[config.mk]
export PLATFORM = sky130hd
export DESIGN_NAME = adsr_envelope_generator_core
export DESIGN_NICKNAME = d
export VERILOG_FILES = /design/src/hw/rtl/adsr_pkg.sv /design/src/hw/rtl/adsr_env_step.sv /design/src/hw/rtl/adsr_envelope_generator_core.sv
export SDC_FILE = /design/constraint.sdc
export NUM_CORES = 1
export LEC_CHECK = 0
export ABC_CLOCK_PERIOD_IN_PS = 6270
export BUFFER_PORTS_ARGS = -buffer_cell sky130_fd_sc_hd__buf_4
export CELL_PAD_IN_SITES_DETAIL_PLACEMENT = 1
export CELL_PAD_IN_SITES_GLOBAL_PLACEMENT = 2
export CORE_MARGIN = 5
export CORE_UTILIZATION = 41
export DETAILED_ROUTE_END_ITERATION = 7
export PLACE_DENSITY = 0.95
export REMOVE_ABC_BUFFERS = 1
export SYNTH_ARGS = -nofsm -noshare
export SYNTH_HDL_FRONTEND = slang
export SYNTH_SLANG_ARGS = --single-unit
[constraint.sdc]
create_clock -name clock -period 6.27 [get_ports clock]
set_input_delay 0.627 -clock clock [delete_from_list [all_inputs] [get_ports clock]]
set_output_delay 0.627 -clock clock [all_outputs]
set_load 0.05 [all_outputs]
[src/hw/rtl/adsr_pkg.sv]
`default_nettype none

package adsr_pkg;

   localparam int LEVEL_WIDTH = 15;
   localparam int STEP_WIDTH = 15;
   localparam int SUSTAIN_WIDTH = 8;
   localparam int CSR_DATA_WIDTH = 15;
   localparam int CSR_INDEX_WIDTH = 2;
   localparam int ENVELOPE_WIDTH = 16;
   localparam int CALC_WIDTH = ((LEVEL_WIDTH > STEP_WIDTH) ? LEVEL_WIDTH : STEP_WIDTH) + 1;

   localparam logic [STEP_WIDTH-1:0] ATTACK_STEP_RESET = STEP_WIDTH'(256);
   localparam logic [STEP_WIDTH-1:0] DECAY_STEP_RESET = STEP_WIDTH'(256);
   localparam logic [SUSTAIN_WIDTH-1:0] SUSTAIN_LEVEL_RESET = SUSTAIN_WIDTH'(128);
   localparam logic [STEP_WIDTH-1:0] RELEASE_STEP_RESET = STEP_WIDTH'(256);

   typedef enum logic [1:0] {
      PH_IDLE    = 2'd0,
      PH_ATTACK  = 2'd1,
      PH_DECAY   = 2'd2,
      PH_RELEASE = 2'd3
   } phase_type;

   typedef enum logic [CSR_INDEX_WIDTH-1:0] {
      CSR_ATTACK_STEP   = 2'd0,
      CSR_DECAY_STEP    = 2'd1,
      CSR_SUSTAIN_LEVEL = 2'd2,
      CSR_RELEASE_STEP  = 2'd3
   } csr_index_type;

   typedef struct packed {
      logic [STEP_WIDTH-1:0]    attack_step;
      logic [STEP_WIDTH-1:0]    decay_step;
      logic [SUSTAIN_WIDTH-1:0] sustain_level;
      logic [STEP_WIDTH-1:0]    release_step;
   } env_config_type;

   typedef struct packed {
      logic [LEVEL_WIDTH-1:0] level;
      phase_type              phase;
      logic                   prev_gate;
   } env_state_type;

endpackage

`default_nettype wire

[src/hw/rtl/adsr_env_step.sv]
`default_nettype none

module adsr_env_step (
   input  var adsr_pkg::env_config_type cfg,
   input  var adsr_pkg::env_state_type  state,
   input  wire logic                    gate,
   output adsr_pkg::env_state_type      next_state
);

   localparam int CW = adsr_pkg::CALC_WIDTH;
   localparam int LW = adsr_pkg::LEVEL_WIDTH;

   logic [CW-1:0]       level_ext;
   logic [CW-1:0]       full_ext;
   logic [CW-1:0]       sus_ext;
   logic [CW-1:0]       attack_ext;
   logic [CW-1:0]       decay_ext;
   logic [CW-1:0]       release_ext;
   logic [CW-1:0]       attack_sum;
   logic [CW-1:0]       decay_diff;
   logic [CW-1:0]       release_diff;
   adsr_pkg::phase_type phase_gated;
   adsr_pkg::phase_type phase_next;
   logic [CW-1:0]       level_next;

   assign level_ext = CW'(state.level);
   assign full_ext = CW'({LW{1'b1}});
   assign sus_ext = CW'({cfg.sustain_level, {(LW - adsr_pkg::SUSTAIN_WIDTH){1'b0}}});
   assign attack_ext = CW'(cfg.attack_step);
   assign decay_ext = CW'(cfg.decay_step);
   assign release_ext = CW'(cfg.release_step);
   assign attack_sum = level_ext + attack_ext;
   assign decay_diff = level_ext - decay_ext;
   assign release_diff = level_ext - release_ext;

   always_comb begin
      phase_gated = state.phase;
      if (gate && !state.prev_gate) begin
         phase_gated = adsr_pkg::PH_ATTACK;
      end else if (!gate && state.prev_gate) begin
         phase_gated = adsr_pkg::PH_RELEASE;
      end

      phase_next = phase_gated;
      level_next = level_ext;
      unique case (phase_gated)
         adsr_pkg::PH_IDLE: begin
            level_next = '0;
         end
         adsr_pkg::PH_ATTACK: begin
            if (attack_sum > full_ext) begin
               level_next = full_ext;
               phase_next = adsr_pkg::PH_DECAY;
            end else begin
               level_next = attack_sum;
            end
         end
         adsr_pkg::PH_DECAY: begin
            if (level_ext < decay_ext || decay_diff <= sus_ext) begin
               level_next = sus_ext;
            end else begin
               level_next = decay_diff;
            end
         end
         adsr_pkg::PH_RELEASE: begin
            if (level_ext < release_ext) begin
               level_next = '0;
               phase_next = adsr_pkg::PH_IDLE;
            end else begin
               level_next = release_diff;
            end
         end
      endcase

      next_state.level = level_next[LW-1:0];
      next_state.phase = phase_next;
      next_state.prev_gate = gate;
   end

endmodule

`default_nettype wire

[src/hw/rtl/adsr_envelope_generator_core.sv]
`default_nettype none

// Linear ADSR envelope generator. Each req beat is one tick carrying the gate bit; each
// tick yields exactly one rsp beat with the envelope (level shifted left by one) and the
// phase after the tick. One tick is taken per clock while req_stall is low: the level
// update is a single add or subtract and compare from the last tick's level, registered
// once into the output stage. A two-deep output (result and skid registers) lets req keep
// flowing while a result waits; req_stall rises only when both are full. Step and
// sustain registers are written through the csr port and should only change while idle.

module adsr_envelope_generator_core (
   input  wire logic                                   clock,
   input  wire logic                                   reset,
   input  wire logic                                   csr_write_enable,
   input  wire logic [adsr_pkg::CSR_INDEX_WIDTH-1:0]   csr_index,
   input  wire logic [adsr_pkg::CSR_DATA_WIDTH-1:0]    csr_write_data,
   input  wire logic                                   req_valid,
   output logic                                        req_stall,
   input  wire logic                                   req_gate,
   output logic                                        rsp_valid,
   input  wire logic                                   rsp_stall,
   output logic [adsr_pkg::ENVELOPE_WIDTH-1:0]         rsp_envelope,
   output logic [1:0]                                  rsp_phase
);

   localparam int LW = adsr_pkg::LEVEL_WIDTH;
   localparam int EW = adsr_pkg::ENVELOPE_WIDTH;
   localparam int XW = ((LW + 1) > EW) ? (LW + 1) : EW;

   adsr_pkg::env_config_type cfg_ff;
   adsr_pkg::env_state_type  state_ff;
   adsr_pkg::env_state_type  state_in;
   adsr_pkg::csr_index_type  csr_code;

   logic             out_valid_ff;
   logic             skid_valid_ff;
   logic [EW-1:0]    out_env_ff;
   logic [1:0]       out_phase_ff;
   logic [EW-1:0]    skid_env_ff;
   logic [1:0]       skid_phase_ff;
   logic [EW-1:0]    new_env;
   logic [XW-1:0]    env_wide;
   logic             accept;
   logic             out_free;

   assign csr_code = adsr_pkg::csr_index_type'(csr_index);

   always_ff @(posedge clock) begin
      if (reset) begin
         cfg_ff.attack_step <= adsr_pkg::ATTACK_STEP_RESET;
         cfg_ff.decay_step <= adsr_pkg::DECAY_STEP_RESET;
         cfg_ff.sustain_level <= adsr_pkg::SUSTAIN_LEVEL_RESET;
         cfg_ff.release_step <= adsr_pkg::RELEASE_STEP_RESET;
      end else if (csr_write_enable) begin
         unique case (csr_code)
            adsr_pkg::CSR_ATTACK_STEP: begin
               cfg_ff.attack_step <= csr_write_data[adsr_pkg::STEP_WIDTH-1:0];
            end
            adsr_pkg::CSR_DECAY_STEP: begin
               cfg_ff.decay_step <= csr_write_data[adsr_pkg::STEP_WIDTH-1:0];
            end
            adsr_pkg::CSR_SUSTAIN_LEVEL: begin
               cfg_ff.sustain_level <= csr_write_data[adsr_pkg::SUSTAIN_WIDTH-1:0];
            end
            adsr_pkg::CSR_RELEASE_STEP: begin
               cfg_ff.release_step <= csr_write_data[adsr_pkg::STEP_WIDTH-1:0];
            end
         endcase
      end
   end

   adsr_env_step u_step (
      .cfg        (cfg_ff),
      .state      (state_ff),
      .gate       (req_gate),
      .next_state (state_in)
   );

   assign accept = req_valid && !skid_valid_ff;
   assign out_free = !out_valid_ff || !rsp_stall;
   assign env_wide = XW'({state_in.level, 1'b0});
   assign new_env = env_wide[EW-1:0];

   always_ff @(posedge clock) begin
      if (reset) begin
         state_ff.level <= '0;
         state_ff.phase <= adsr_pkg::PH_IDLE;
         state_ff.prev_gate <= 1'b0;
      end else if (accept) begin
         state_ff <= state_in;
      end
   end

   always_ff @(posedge clock) begin
      if (reset) begin
         out_valid_ff <= 1'b0;
         skid_valid_ff <= 1'b0;
      end else if (out_free) begin
         out_valid_ff <= skid_valid_ff || accept;
         skid_valid_ff <= 1'b0;
      end else if (accept) begin
         skid_valid_ff <= 1'b1;
      end
   end

   // payload path, no reset
   always_ff @(posedge clock) begin
      if (out_free) begin
         if (skid_valid_ff) begin
            out_env_ff <= skid_env_ff;
            out_phase_ff <= skid_phase_ff;
         end else if (accept) begin
            out_env_ff <= new_env;
            out_phase_ff <= state_in.phase;
         end
      end else if (accept) begin
         skid_env_ff <= new_env;
         skid_phase_ff <= state_in.phase;
      end
   end

   assign req_stall = skid_valid_ff;
   assign rsp_valid = out_valid_ff;
   assign rsp_envelope = out_env_ff;
   assign rsp_phase = out_phase_ff;

endmodule

`default_nettype wire
==> flow_summary.toml, run 1 <==
[outcome]
run_status = "complete, no violations"

[finish]
syn2layout_area_growth_pct = 11.9
layout-drive-gt1-share_pct = 12.8
num_antenna_cells = 0
fin_nets = 925

[clock_tree]
clock_pin_slew_worst_setup_and_hold_paths_ns = 0.07
number_of_gates_resized_after_cts = 0
cts_tree = "done"
cts_buffers = 9
ctsLongestPathBuffers = 2
cts_root_buf = "sky130_fd_sc_hd__clkbuf_16"
cts_hold_repair.buffers = 0
cts_setup_buffers = 0
clock_sinks = 107
clkLatencyLatePin_ns = 0.36
cts_max_level = 3

[worst_hold_path]
min_path_cells = 2
worstHoldPathType = "input port to flip-flop"

[drt]
drt_pre_antenna_iters = 5
num_vias = 6084
top_layer_reached_by_signal_wires = "met4"
wl_met2_um = 9380
wl_met1_um = 10500
drc = 0
routed_wirelength_um = 20900
route.detailed.vias_per_inst = 5.68
drt-wirelength-per-cell_um = 19.5
ant_nets = 0
drt_first_iter_violations = 399
met3_wirelength_um = 746

[placement]
dp_hpwl_um = 16200
buffer_ports.inserted = 41
place.gp.congestion = 0.931

[power]
pwr_density_cell_nw_per_um2 = 268
max-vdd-ir-drop_uv = 147
p_leak_nw = 3.05

[sta]
worstMarginPinSlew_ns = 1.03
layout_worst_path_cycle_share_pct = 73.5
period_minus_slack_ns = 4.61
hold_ws_ns = 0.423
fin_tns_setup_ns = 0
final.setup_skew_ns = 0.0116
finalHoldViolCount = 0
slew_viol_final = 0
slew-limit-headroom_pct = 31.2
fmax_ghz = 0.217
finalSetupViolCount = 0
grt_setup_unrepaired = "no"

[floorplan]
floorplan.die.height_um = 140
die_width_um = 140
initial_core_util_pct = 41.8
die_area_um2 = 19600
placementRows = 47
top_level_ports = 43
coreArea_um2 = 16600

[synthesis]
syn-instance-count = 817
synth_async_sr_flop_share_pct = 0
count_of_different_cell_masters_after_synthesis = 72
seq_area_frac_synth_pct = 35.8
synth-seq-cells = 107
ys.flop_type = "sky130_fd_sc_hd__dfxtp_1"
yosys_warnings = 0
area_of_the_mapped_netlist_um2 = 6940
synthesis.area_per_instance_um2 = 8.49
synth_edf_count = 34

[worst_setup_path]
critPathCaptureType = "flip-flop"
criticalPathCategory = "flip-flop to flip-flop"
start_kind = "flip-flop"
critical_path_peak_fanout = 6
cp.arrival_ns = 4.72
required_ns = 6.38
r2r_cells = 15

[global_routing]
grt_overflow = 0
grt_use_total_pct = 21.3
antenna_found_initial = 0
via_count_of_the_first_global_routing_pass = 6057
grt_pass1_wl_um = 33300
maximum_number_of_pins_on_one_net_before_global_route_repair = 74

[job]
max_cap_viol_count = 0
[state kept, by name, summed over array words and instances (netlist names)]
| signal | cells |
|---|---|
| state_ff | 18 |
| skid_env_ff | 15 |
| cfg_ff | 53 |
| skid_phase_ff | 2 |
| rsp_envelope | 15 |
| req_stall | 1 |
| rsp_phase | 2 |
| rsp_valid | 1 |
[synthesized netlist by cell type, types with 9 or more instances]
| cell | number | area (um2) |
|---|---|---|
| sky130_fd_sc_hd__a21o_1 | 11 | 82.6 |
| sky130_fd_sc_hd__a21oi_1 | 96 | 480 |
| sky130_fd_sc_hd__a31oi_1 | 11 | 68.8 |
| sky130_fd_sc_hd__and3_1 | 9 | 56.3 |
| sky130_fd_sc_hd__clkbuf_1 | 24 | 90.1 |
| sky130_fd_sc_hd__dfxtp_1 | 73 | 1460 |
| sky130_fd_sc_hd__edfxtp_1 | 34 | 1020 |
| sky130_fd_sc_hd__ha_1 | 53 | 663 |
| sky130_fd_sc_hd__inv_1 | 50 | 188 |
| sky130_fd_sc_hd__mux2_2 | 12 | 135 |
| sky130_fd_sc_hd__nand2_1 | 135 | 507 |
| sky130_fd_sc_hd__nand3_1 | 12 | 60.1 |
| sky130_fd_sc_hd__nor2_1 | 65 | 244 |
| sky130_fd_sc_hd__nor3_1 | 16 | 80.1 |
| sky130_fd_sc_hd__o21a_1 | 21 | 158 |
| sky130_fd_sc_hd__o21ai_0 | 27 | 135 |
| sky130_fd_sc_hd__xnor2_1 | 14 | 123 |
| sky130_fd_sc_hd__xor2_1 | 13 | 114 |
[cells by family after synthesis]
| logic type | Yosys count | synth area share [%] |
|---|---|---|
| adder cells (fa/ha/maj) | 56 | 10.4 |
| AO/OA/AOI/OAI | 254 | 25.1 |
| other | 1 | 0.0540 |
| buffers and inverters | 77 | 4.24 |
| XOR/XNOR | 27 | 3.41 |
| multiplexers | 19 | 3.17 |
| AND/OR/NAND/NOR | 276 | 17.8 |
| flip-flops | 107 | 35.8 |
[worst paths after layout]
path / start / end / slack (ns)
max: state_ff[4]$_SDFFE_PP0P_ / rsp_envelope[3]$_DFFE_PP_ / 1.66
min: reset / cfg_ff[3]$_SDFFE_PP0P_ / 0.42
max reg2reg: state_ff[4]$_SDFFE_PP0P_ / rsp_envelope[3]$_DFFE_PP_ / 1.66
min reg2reg: cfg_ff[32]$_SDFFE_PP0P_ / cfg_ff[32]$_SDFFE_PP0P_ / 0.46
[cell type report]
type	count	area, um2
multi-input combinational	633	4170
timing repair buffer	44	330
inverter	51	191
clock inverter	7	91.3
tap	220	275
sequential	107	2480
fill	2002	8820
clock buffer	9	225
[routing by layer]
metal / up-vias / global-route usage (%)
li1: 3002 / -
met1: 2968 / 30.7
met2: 98 / 33.8
met3: 16 / 3.17
met4: 0 / 4.74
met5: - / 0
[power breakdown]
| group | leakage, nW | internal (mW) | switching (mW) |
|---|---|---|---|
| logic | 1.97 | 0.253 | 0.419 |
| clock network | 0.156 | 0.349 | 0.267 |
| registers | 0.924 | 0.762 | 0.0308 |
[critical path, cell delays in order (launching register included)]
cell	delay (ns)
sky130_fd_sc_hd__dfxtp_1	0.48
sky130_fd_sc_hd__inv_1	0.13
sky130_fd_sc_hd__fa_1	0.44
sky130_fd_sc_hd__nand2b_1	0.18
sky130_fd_sc_hd__a211o_1	0.32
sky130_fd_sc_hd__a21oi_2	0.32
sky130_fd_sc_hd__nand3_1	0.10
sky130_fd_sc_hd__and3_1	0.19
sky130_fd_sc_hd__ha_1	0.31
sky130_fd_sc_hd__nand3_1	0.09
sky130_fd_sc_hd__or4_1	0.53
sky130_fd_sc_hd__nand4bb_4	0.24
sky130_fd_sc_hd__o22ai_4	0.16
sky130_fd_sc_hd__a211oi_2	0.15
sky130_fd_sc_hd__a221o_2	0.46
sky130_fd_sc_hd__mux2_4	0.26
[metrics by stage]
step	instance area (um2)	setup WS [ns]	cells	total power, mW	utilization, %
2_1_floorplan	6840	2.12	791	1.28	-
3_3_place_gp	7450	1.84	1055	1.45	44.9
3_5_place_dp	7450	1.66	1055	1.47	44.9
4_1_cts	7770	1.65	1071	2.08	46.8
5_1_grt	7770	1.38	1071	2.19	46.8
6_report	7770	1.66	1071	2.08	46.8
[layout by cell type (no fill, tap or decap), types with 4 or more instances in the layout]
| cell type | count |
|---|---|
| sky130_fd_sc_hd__nor3b_1 | 4 |
| sky130_fd_sc_hd__nor2_1 | 65 |
| sky130_fd_sc_hd__a21oi_1 | 95 |
| sky130_fd_sc_hd__or2_2 | 4 |
| sky130_fd_sc_hd__xor2_1 | 13 |
| sky130_fd_sc_hd__mux2i_1 | 4 |
| sky130_fd_sc_hd__edfxtp_1 | 34 |
| sky130_fd_sc_hd__nand3_1 | 12 |
| sky130_fd_sc_hd__nor3_1 | 16 |
| sky130_fd_sc_hd__o21ai_0 | 27 |
| sky130_fd_sc_hd__buf_4 | 44 |
| sky130_fd_sc_hd__and3_1 | 9 |
| sky130_fd_sc_hd__o211ai_1 | 8 |
| sky130_fd_sc_hd__nand2_1 | 135 |
| sky130_fd_sc_hd__a211oi_2 | 5 |
| sky130_fd_sc_hd__mux2_2 | 12 |
| sky130_fd_sc_hd__xnor2_1 | 14 |
| sky130_fd_sc_hd__nand3b_1 | 6 |
| sky130_fd_sc_hd__o21a_1 | 21 |
| sky130_fd_sc_hd__o21bai_1 | 5 |
| sky130_fd_sc_hd__a211oi_1 | 7 |
| sky130_fd_sc_hd__ha_1 | 53 |
| sky130_fd_sc_hd__o21ai_1 | 7 |
| sky130_fd_sc_hd__nand2b_1 | 8 |
| sky130_fd_sc_hd__nor2b_1 | 5 |
| sky130_fd_sc_hd__inv_1 | 50 |
| sky130_fd_sc_hd__a31oi_1 | 11 |
| sky130_fd_sc_hd__a21o_1 | 11 |
| sky130_fd_sc_hd__a211o_1 | 4 |
| sky130_fd_sc_hd__dfxtp_1 | 73 |
| sky130_fd_sc_hd__nand4_1 | 4 |
| sky130_fd_sc_hd__clkbuf_16 | 9 |
Power figures use the tool's default switching activity.
==> run 2: changes to the inputs <==
Settings changed: ABC_CLOCK_PERIOD_IN_PS 6270 to 4700, CORE_UTILIZATION 41 to 38, PLACE_DENSITY 0.95 to 0.91.
Clock period 6.27 ns to 4.7 ns, I/O delays scaled along.
==> run 2 against run 1 <==
  * Count of clock-buffer cells in the layout stayed put
  * Combinational power is 40% higher
  * Via count is 1.9% higher
  * Die area is 7.3% higher
  * Non-clock buffer count is 14 higher
  * Critical path depth is 3 higher
  * Fmax is 1.2% higher
  * Largest power group unchanged
  * Highest routed layer unchanged
==> flow_summary.toml, run 2 (synthesized netlist as in run 1, its figures left out) <==
[outcome]
run_status = "complete, no violations"

[placement]
place.gp.congestion = 0.944
placed_area_um2 = 7520
dp_hpwl_um = 16700
buffer_ports.inserted = 41
dpl_worst_slack_ns = 0.0744

[sta]
hold_ws_ns = 0.332
finalSetupViolCount = 0
layout_setup_ws_ns = 0.142
finalHoldViolCount = 0
period_minus_slack_ns = 4.56
final.setup_skew_ns = 0.0132
slew-limit-headroom_pct = 29.1
fmax_ghz = 0.219
layout_worst_path_cycle_share_pct = 97.0
worstMarginPinSlew_ns = 1.06
slew_viol_final = 0

[worst_setup_path]
r2r_setup_slack_ns = 0.14
required_ns = 4.83
start_kind = "flip-flop"
critical_path_peak_fanout = 8
crit_top_cell = "sky130_fd_sc_hd__buf_4"
critPathSlowestCell = "sky130_fd_sc_hd__or4_1"
cell_by_cell_listing_of_the_critical_path = "inv_1 -> ha_1 -> fa_2 -> nand2b_1 -> a211o_1 -> a21oi_4 -> buf_4 -> o41a_1 -> and3_1 -> ha_1 -> nand3_1 -> or4_1 -> nand4bb_4 -> o22a_4 -> o211ai_4 -> o221ai_2 -> buf_4 -> buf_4"
criticalPathCategory = "flip-flop to flip-flop"
path_delay_family = "compound AO/OA/AOI/OAI gates"
r2r-end = "skid_env_ff[6]$_DFFE_PP_"
critPathCaptureType = "flip-flop"
number_of_buffers_and_inverters_on_the_critical_path = 4
critPathMaxStageDelay_ns = 0.54
r2r_start = "state_ff[3]$_SDFFE_PP0P_"
cp.arrival_ns = 4.68
r2r_cells = 18

[job]
max_cap_viol_count = 0

[clock_tree]
ctsLongestPathBuffers = 2
cts_tree = "done"
cts_hold_repair.buffers = 0
clock_pin_slew_worst_setup_and_hold_paths_ns = 0.07
cts_buffers = 9
clock_sinks = 107
cts_root_buf = "sky130_fd_sc_hd__clkbuf_16"
cts_max_level = 3
clkLatencyLatePin_ns = 0.37

[finish]
layout.cells.most_common_list = "135 x sky130_fd_sc_hd__nand2_1, 94 x sky130_fd_sc_hd__a21oi_1, 72 x sky130_fd_sc_hd__dfxtp_1, 65 x sky130_fd_sc_hd__nor2_1, 58 x sky130_fd_sc_hd__buf_4"
layout-drive-gt1-share_pct = 14.7
top_register = "cfg_ff"
final_area_um2 = 7890
biggestRegsByFlops = "cfg_ff (53), state_ff (18)"
num_antenna_cells = 0
most_common_cell_after_layout_fill_and_taps_aside = "sky130_fd_sc_hd__nand2_1"
max_ffs_per_register = 53
fin_nets = 939
syn2layout_area_growth_pct = 13.6

[drt]
drt_first_iter_violations = 369
drt-wirelength-per-cell_um = 19.7
drt_pre_antenna_iters = 5
drc = 0
routed_wirelength_um = 21500
num_vias = 6202
route.detailed.vias_per_inst = 5.67
ant_nets = 0

[worst_hold_path]
worstHoldPathType = "input port to flip-flop"
min_path_cells = 2
hold_start = "csr_write_data[8]"
timing.hold.worst_endpoint = "cfg_ff[8]$_SDFFE_PP1P_"

[power]
power.net_switching_mw = 0.993
p_leak_nw = 3.11
pwr_density_cell_nw_per_um2 = 346
max-vdd-ir-drop_uv = 195
power_share_of_the_clock_group_pct = 27.1
power.combinational.fraction_pct = 34.5
totalPowerFinal_mw = 2.73
seqPwrFrac_pct = 38.5
power.share.switching_pct = 36.4
p_int_mw = 1.74

[floorplan]
floorplan.die.height_um = 145
die_width_um = 145
placementRows = 49
top_level_ports = 43
initial_core_util_pct = 38.6
coreArea_um2 = 18000
die_area_um2 = 21100

[global_routing]
grt_pass1_wl_um = 33700
grt_use_total_pct = 19.9
via_count_of_the_first_global_routing_pass = 6036
antenna_found_initial = 0
maximum_number_of_pins_on_one_net_before_global_route_repair = 75
grt_overflow = 0
-- run 2: cell types whose count changed in the layout (fill, tap and decap cells not counted), sizes merged --
cell,delta
clkinvlp,-1
buf,+14
bufinv,-2
clkinv,+1
inv,+2
-- run 2: repair_timing --
item,in CTS,in global routing
resized for setup,0,7
endpoints found under the hold margin,0,0
buffers inserted,0,6
endpoints found under the setup margin,0,15
-- run 2: final cells by class --
cell class	count	area [um2]
sequential	107	2480
clock buffer	9	225
clock inverter	7	50.0
inverter	51	191
timing repair buffer	58	435
multi-input combinational	633	4210
fill	2200	10100
tap	229	287
-- run 2: power by group through the flow --
stage	clock (mW)	sequential, mW	combinational [mW]
3_3_place_gp	0	1.07	0.894
3_5_place_dp	0	1.07	0.906
5_1_grt	0.790	1.06	1.03
2_1_floorplan	0	1.13	0.585
6_report	0.739	1.05	0.941
4_1_cts	0.755	1.05	0.911
-- run 2: routing by layer --
| metal | up-vias | routed length (um) | GRT usage (%) |
|---|---|---|---|
| met5 | - | 0 | 0 |
| met4 | 0 | 280 | 4.71 |
| met3 | 18 | 1400 | 3.43 |
| met2 | 162 | 9430 | 30.3 |
| met1 | 2990 | 10400 | 29.4 |
| li1 | 3032 | - | - |
-- run 2: per-stage QoR --
stage	utilization, %	cells	setup TNS (ns)
floorplan	-	791	0
global placement	41.9	1072	0
detailed placement	41.9	1072	0
CTS	43.4	1088	0
global route	43.9	1094	-0.113
finish	43.9	1094	0
-- run 2: how the worst max path moves through the flow --
stage	startpoint	to	slack [ns]	cells past startpoint
final	state_ff[3]$_SDFFE_PP0P_	skid_env_ff[6]$_DFFE_PP_	0.14	18
after global routing	cfg_ff[30]$_SDFFE_PP0P_	rsp_envelope[4]$_DFFE_PP_	-0.04	16
after CTS	state_ff[4]$_SDFFE_PP0P_	rsp_envelope[1]$_DFFE_PP_	0.06	15
after detailed placement	state_ff[4]$_SDFFE_PP0P_	rsp_envelope[3]$_DFFE_PP_	0.07	15
after global placement	state_ff[4]$_SDFFE_PP0P_	rsp_envelope[1]$_DFFE_PP_	0.23	15
after floorplan	state_ff[4]$_SDFFE_PP0P_	rsp_envelope[3]$_DFFE_PP_	0.55	15
